File: src/hw/rtl/cllre_pkg.sv
// Shared types, widths and action codes for the circular linked ring editor.
`timescale 1ns / 1ps
`default_nettype none
package cllre_pkg;

  localparam int ID_W          = 10;
  localparam int ACT_W         = 3;
  localparam int NODE_COUNT    = 1024;
  localparam int IN_FIELDS_W   = ACT_W + 2 * ID_W;
  localparam int IN_TDATA_W    = ((IN_FIELDS_W + 7) / 8) * 8;
  localparam int OUT_TDATA_W   = ((ID_W + 7) / 8) * 8;

  localparam logic [ACT_W-1:0] ACT_LOAD       = 3'd0;
  localparam logic [ACT_W-1:0] ACT_INS_AFTER  = 3'd1;
  localparam logic [ACT_W-1:0] ACT_INS_BEFORE = 3'd2;
  localparam logic [ACT_W-1:0] ACT_REM_AFTER  = 3'd3;
  localparam logic [ACT_W-1:0] ACT_REM_BEFORE = 3'd4;

  typedef logic [ID_W-1:0] node_id_t;

  // Write and read requests from the sequencer to the two link tables.
  typedef struct packed {
    logic     next_we;
    node_id_t next_waddr;
    node_id_t next_wdata;
    logic     prev_we;
    node_id_t prev_waddr;
    node_id_t prev_wdata;
    node_id_t raddr;
  } link_req_t;

endpackage
`default_nettype wire

File: src/hw/rtl/cllre_seq.sv
// Sequencer that walks each load, insert or remove request through its link reads and link writes.
`timescale 1ns / 1ps
`default_nettype none
module cllre_seq #(
  parameter int NODE_COUNT = cllre_pkg::NODE_COUNT
) (
  input  wire logic                     clk,
  input  wire logic                     rst,
  input  wire logic                     in_valid,
  output logic                          in_ready,
  input  wire logic [cllre_pkg::ACT_W-1:0] in_action,
  input  wire cllre_pkg::node_id_t      in_node_a,
  input  wire cllre_pkg::node_id_t      in_node_b,
  output logic                          out_valid,
  input  wire logic                     out_ready,
  output cllre_pkg::node_id_t           out_neighbour,
  output cllre_pkg::link_req_t          req,
  input  wire cllre_pkg::node_id_t      next_rdata,
  input  wire cllre_pkg::node_id_t      prev_rdata
);

  localparam logic [2:0] S_IDLE  = 3'd0;
  localparam logic [2:0] S_READ1 = 3'd1;
  localparam logic [2:0] S_READ2 = 3'd2;
  localparam logic [2:0] S_WR1   = 3'd3;
  localparam logic [2:0] S_WR2   = 3'd4;

  logic [2:0]                    state, state_next;
  logic [cllre_pkg::ACT_W-1:0]   act;
  cllre_pkg::node_id_t           node_a, node_b, link_c, link_d;
  cllre_pkg::node_id_t           head, tail;
  logic                          started;
  logic                          rd_ok;
  cllre_pkg::node_id_t           rd_val;
  cllre_pkg::link_req_t          raw;
  logic                          finish, stall, accept;

  function automatic logic id_ok(input cllre_pkg::node_id_t id);
    return 32'(id) < NODE_COUNT;
  endfunction

  assign accept   = in_valid && in_ready;
  assign in_ready = (state == S_IDLE);
  assign stall    = out_valid && !out_ready;

  // Registered link read, forced to zero for identifiers beyond the table.
  always_comb begin
    if (!rd_ok) begin
      rd_val = '0;
    end else if (act == cllre_pkg::ACT_REM_AFTER || act == cllre_pkg::ACT_INS_AFTER) begin
      rd_val = next_rdata;
    end else begin
      rd_val = prev_rdata;
    end
  end

  always_comb begin
    raw        = '0;
    finish     = 1'b0;
    state_next = state;
    raw.raddr  = (state == S_IDLE) ? in_node_a : rd_val;
    unique case (state)
      S_IDLE: begin
        if (accept) begin
          if (in_action == cllre_pkg::ACT_LOAD) begin
            state_next = S_WR1;
          end else if (in_action <= cllre_pkg::ACT_REM_BEFORE) begin
            state_next = S_READ1;
          end
        end
      end
      S_READ1: begin
        if (act == cllre_pkg::ACT_REM_AFTER || act == cllre_pkg::ACT_REM_BEFORE) begin
          state_next = S_READ2;
        end else begin
          state_next = S_WR1;
        end
      end
      S_READ2: begin
        state_next = S_WR1;
      end
      S_WR1: begin
        case (act)
          cllre_pkg::ACT_LOAD: begin
            if (!started) begin
              raw.next_we = 1'b1; raw.next_waddr = node_a; raw.next_wdata = node_a;
              raw.prev_we = 1'b1; raw.prev_waddr = node_a; raw.prev_wdata = node_a;
              state_next  = S_IDLE;
            end else begin
              raw.next_we = 1'b1; raw.next_waddr = tail;   raw.next_wdata = node_a;
              raw.prev_we = 1'b1; raw.prev_waddr = node_a; raw.prev_wdata = tail;
              state_next  = S_WR2;
            end
          end
          cllre_pkg::ACT_INS_AFTER: begin
            raw.next_we = 1'b1; raw.next_waddr = node_b; raw.next_wdata = link_c;
            raw.prev_we = 1'b1; raw.prev_waddr = node_b; raw.prev_wdata = node_a;
            state_next  = S_WR2;
          end
          cllre_pkg::ACT_INS_BEFORE: begin
            raw.prev_we = 1'b1; raw.prev_waddr = node_b; raw.prev_wdata = link_c;
            raw.next_we = 1'b1; raw.next_waddr = node_b; raw.next_wdata = node_a;
            state_next  = S_WR2;
          end
          cllre_pkg::ACT_REM_AFTER: begin
            raw.next_we = 1'b1; raw.next_waddr = node_a; raw.next_wdata = link_d;
            raw.prev_we = 1'b1; raw.prev_waddr = link_d; raw.prev_wdata = node_a;
            finish      = 1'b1;
          end
          cllre_pkg::ACT_REM_BEFORE: begin
            raw.prev_we = 1'b1; raw.prev_waddr = node_a; raw.prev_wdata = link_d;
            raw.next_we = 1'b1; raw.next_waddr = link_d; raw.next_wdata = node_a;
            finish      = 1'b1;
          end
          default: begin
            state_next = S_IDLE;
          end
        endcase
      end
      S_WR2: begin
        case (act)
          cllre_pkg::ACT_LOAD: begin
            raw.next_we = 1'b1; raw.next_waddr = node_a; raw.next_wdata = head;
            raw.prev_we = 1'b1; raw.prev_waddr = head;   raw.prev_wdata = node_a;
            state_next  = S_IDLE;
          end
          cllre_pkg::ACT_INS_AFTER: begin
            raw.next_we = 1'b1; raw.next_waddr = node_a; raw.next_wdata = node_b;
            raw.prev_we = 1'b1; raw.prev_waddr = link_c; raw.prev_wdata = node_b;
            finish      = 1'b1;
          end
          cllre_pkg::ACT_INS_BEFORE: begin
            raw.prev_we = 1'b1; raw.prev_waddr = node_a; raw.prev_wdata = node_b;
            raw.next_we = 1'b1; raw.next_waddr = link_c; raw.next_wdata = node_b;
            finish      = 1'b1;
          end
          default: begin
            state_next = S_IDLE;
          end
        endcase
      end
      default: begin
        state_next = S_IDLE;
      end
    endcase
    if (finish) begin
      state_next = stall ? state : S_IDLE;
    end
  end

  always_comb begin
    req         = raw;
    req.next_we = raw.next_we && id_ok(raw.next_waddr) && !(finish && stall);
    req.prev_we = raw.prev_we && id_ok(raw.prev_waddr) && !(finish && stall);
  end

  always_ff @(posedge clk) begin
    if (rst) begin
      state     <= S_IDLE;
      started   <= 1'b0;
      head      <= '0;
      tail      <= '0;
      out_valid <= 1'b0;
    end else begin
      state <= state_next;
      if (finish && !stall) begin
        out_valid <= 1'b1;
      end else if (out_ready) begin
        out_valid <= 1'b0;
      end
      if (state == S_WR1 && act == cllre_pkg::ACT_LOAD && !started) begin
        started <= 1'b1;
        head    <= node_a;
        tail    <= node_a;
      end
      if (state == S_WR2 && act == cllre_pkg::ACT_LOAD) begin
        tail <= node_a;
      end
    end
  end

  always_ff @(posedge clk) begin
    rd_ok <= id_ok(raw.raddr);
    if (accept) begin
      act    <= in_action;
      node_a <= in_node_a;
      node_b <= in_node_b;
    end
    if (state == S_READ1) begin
      link_c <= rd_val;
    end
    if (state == S_READ2) begin
      link_d <= rd_val;
    end
    if (finish && !stall) begin
      out_neighbour <= link_c;
    end
  end

endmodule
`default_nettype wire

File: config.mk
export PLATFORM = sky130hd
export DESIGN_NAME = cllre_seq
export DESIGN_NICKNAME = d
export VERILOG_FILES = /design/src/hw/rtl/cllre_pkg.sv /design/src/hw/rtl/cllre_seq.sv
export SDC_FILE = /design/constraint.sdc
export NUM_CORES = 1
export LEC_CHECK = 0
export ABC_AREA = 1
export BUFFER_PORTS_ARGS = -buffer_cell sky130_fd_sc_hd__buf_2
export CAP_MARGIN = 20
export CORE_UTILIZATION = 54
export DETAILED_ROUTE_END_ITERATION = 16
export GPL_ROUTABILITY_DRIVEN = 0
export GPL_TIMING_DRIVEN = 0
export PLACE_DENSITY_LB_ADDON = 0.08
export SYNTH_ARGS = -nofsm -noshare
export SYNTH_HDL_FRONTEND = slang
export SYNTH_SLANG_ARGS = --single-unit
File: constraint.sdc
create_clock -name clk -period 2.5 [get_ports clk]
set_input_delay 0.25 -clock clk [delete_from_list [all_inputs] [get_ports clk]]
set_output_delay 0.25 -clock clk [all_outputs]
set_load 0.05 [all_outputs]
==> out/qor.yml <==
cells_and_area:
  diodes: 0
  drive_above_1_share: 0.234
  fin_nets: 776
  multi_input_area_um2: 1970
  seq_area_um2: 2090
  utilization: 0.690
  fillers: 690
  fin_area_um2: 5420
  area_growth_pct: 21.4
clocking:
  cts_sinks: 78
  cts_inserted_buffers: 9
  cts_hold_buf: 0
  cts_tree: "built"
  cts.reportedPaths.clkPinSlew_ns: 0.09
  clk_latency_ns: 0.35
  htreeDepth: 3
  cts-root-buf: "clkbuf_8"
  clk_path_buf_depth: 2
route:
  initialDrtViolationCount: 407
  drc_errors: 0
  vias: 4840
  postRouteAntennaNets: 0
  first_pass_iters: 5
  wirelength_um: 13200
  vias_per_cell: 5.79
  routedWlPerCell_um: 15.8
setup_path:
  critPathSlowestCell: "edfxtp_1"
  cp-end-kind: "output port"
  max_stage_delay_ns: 0.46
  crit_buf_inv: 3
  crit_chain: "inv_4 > nand3_1 > buf_2 > o22ai_1 > nor2_1 > nand2_1 > nand2_1 > nand2_1 > buf_2"
  setup.worst_path.start_class: "register"
  critical_path_class: "register to output port"
  worstPathMaxFanout: 10
  cp_data_arrival_time_ns: 2.15
  path_common_cell: "nand2_1"
  r2r_setup_slack_ns: 0.39
  cp.required_ns: 2.25
  cp_top_family: "buffers and inverters"
floorplanning:
  fp-row-count: 32
  die-area_um2: 8630
  io_pins: 111
  core_area_um2: 7850
  die_x_um: 92.9
  fp.dieH_um: 92.9
  initial_core_util: 0.569
placed_design:
  io_buffers: 110
  dpl-instance-area_um2: 5170
  hpwl_um: 10100
  place_worst_setup_slack_ns: 0.376
grt:
  grt_overflow_total: 0
  grt_usage: 0.317
  grt_pass1_vias: 4554
  grt_start_max_net_pins: 16
  grt_pass1_wl_um: 21000
  antenna_found_initial: 0
yosys:
  synth_cells: 604
  synthDistinctLibCells: 26
  avgSynthCellArea_um2: 7.39
  synth_nets: 651
  yosysSeqAreaShare: 0.469
  netlist_area_um2: 4460
  ys.warnings.count: 0
  ys_ff_latch: 78
pwr:
  cellPowerDensity_nw_per_um2: 952
  power_leakage_uw: 0.00277
  vdd_ir_drop_max_mv: 0.864
sta:
  rsz0062_at_grt: "yes"
  hold_violations: 0
  fin_crit_sh: 0.960
  finalWorstPathRequiredPeriod_ns: 2.40
  setup_ws_ns: 0.101
  tns_ns: 0
  fmax_mhz: 417
  finClkSkew_ns: 0.00547
  hold_slack_ns: 0.0663
  drv_slew: 0
  worstMarginPinSlew_ns: 0.620
  slew_headroom: 0.586
  setup_viol: 0
hold_path:
  hold_class: "input port to register"
run:
  max_cap_viol_count: 0
status:
  outcome: "complete, no violations"
[stage by stage]
step / std cells / power [uW]
6_report: 836 / 5150
5_1_grt: 836 / 5410
4_1_cts: 835 / 5110
3_5_place_dp: 819 / 4130
3_3_place_gp: 816 / 4050
2_1_floorplan: 604 / 3520
[report_power, final]
| part | internal [uW] | switching (uW) |
|---|---|---|
| registers | 1700 | 124 |
| clock network | 476 | 519 |
| logic | 582 | 1760 |
[layout by cell type, fill, tap and decap left out, types with 2 or more instances in the layout]
master    count
buf_1         3
a21oi_1      41
buf_4         7
edfxtp_1     53
o22ai_1      40
clkbuf_2      4
nor2_4        2
o21ai_0      44
inv_6         4
buf_2       118
clkbuf_1      4
inv_1        56
nand3_1      18
nand2_2       4
clkbuf_4      5
nand3_2       2
inv_2         2
o21ai_1      13
nand2_1     223
nor2_1       26
clkbuf_8      9
a31oi_1      10
buf_6         5
nor3_1        3
nand2_4       2
nor2_2        3
dfxtp_1      25
[area by class of cell]
type / count / area share
Sequential cell: 78 / 0.386
Multi-Input combinational cell: 433 / 0.363
Timing Repair Buffer: 114 / 0.111
Inverter: 60 / 0.0421
Buffer: 33 / 0.0365
Tap cell: 102 / 0.0236
Clock buffer: 9 / 0.0229
Clock inverter: 7 / 0.0146
[registers in the layout, indices dropped and copies added (netlist names)]
signal,cells
out_valid,1
started,1
state,3
node_b,10
head,10
tail,10
act,3
out_neighbour,10
link_c,10
node_a,10
link_d,10
[timing repair]
action                                 4_1_cts  5_1_grt
gates cloned                                 0        0
setup buffers                                0        1
resized for setup                            1       21
setup endpoints to repair                    1       39
endpoints found under the hold margin        0        0
[layer usage]
layer	wire length (um)	up-vias	GRT usage
li1	-	2271	-
met5	0	-	0
met3	805	52	0.0468
met4	531	0	0.154
met1	5240	2275	0.374
met2	6640	242	0.563
[final timing paths]
kind                startpoint          endpoint  cells past startpoint
hold reg to reg      link_c[3]  out_neighbour[3]                      0
setup reg to reg      state[0]         node_b[9]                      7
setup / recovery        act[2]           req[31]                      9
hold / removal    in_node_b[4]         node_b[4]                      1
[logic make-up (layout without fill, tap and decap cells)]
logic type      after synthesis  count (layout)  share of synthesized area
compound gates              150             150                      0.183
buf+inv                      93             223                     0.0925
flops                        78              78                      0.469
simple gates                283             283                      0.255
[cells in the mapped netlist]
cell      count  share of area
nand3_1      19          0.021
a21oi_1      41          0.046
o21ai_1      12          0.013
nand2_4       2         0.0050
buf_1         5         0.0042
a22oi_1       1         0.0017
buf_6         5          0.013
buf_2        15          0.017
nor2_2        1         0.0014
nand2_1     223           0.19
a21boi_0      1         0.0017
nor2_4        2         0.0050
a31oi_1      10          0.014
o22ai_1      40          0.056
nand3_2       1         0.0022
inv_2         3         0.0025
o21ai_0      45          0.050
nand2_2       4         0.0056
dfxtp_1      25           0.11
nor3_1        3         0.0034
clkinv_1      1        0.00084
edfxtp_1     53           0.36
clkbuf_1      6         0.0050
inv_1        56          0.047
buf_4         2         0.0034
nor2_1       28          0.024
Power figures use the tool's default switching activity.
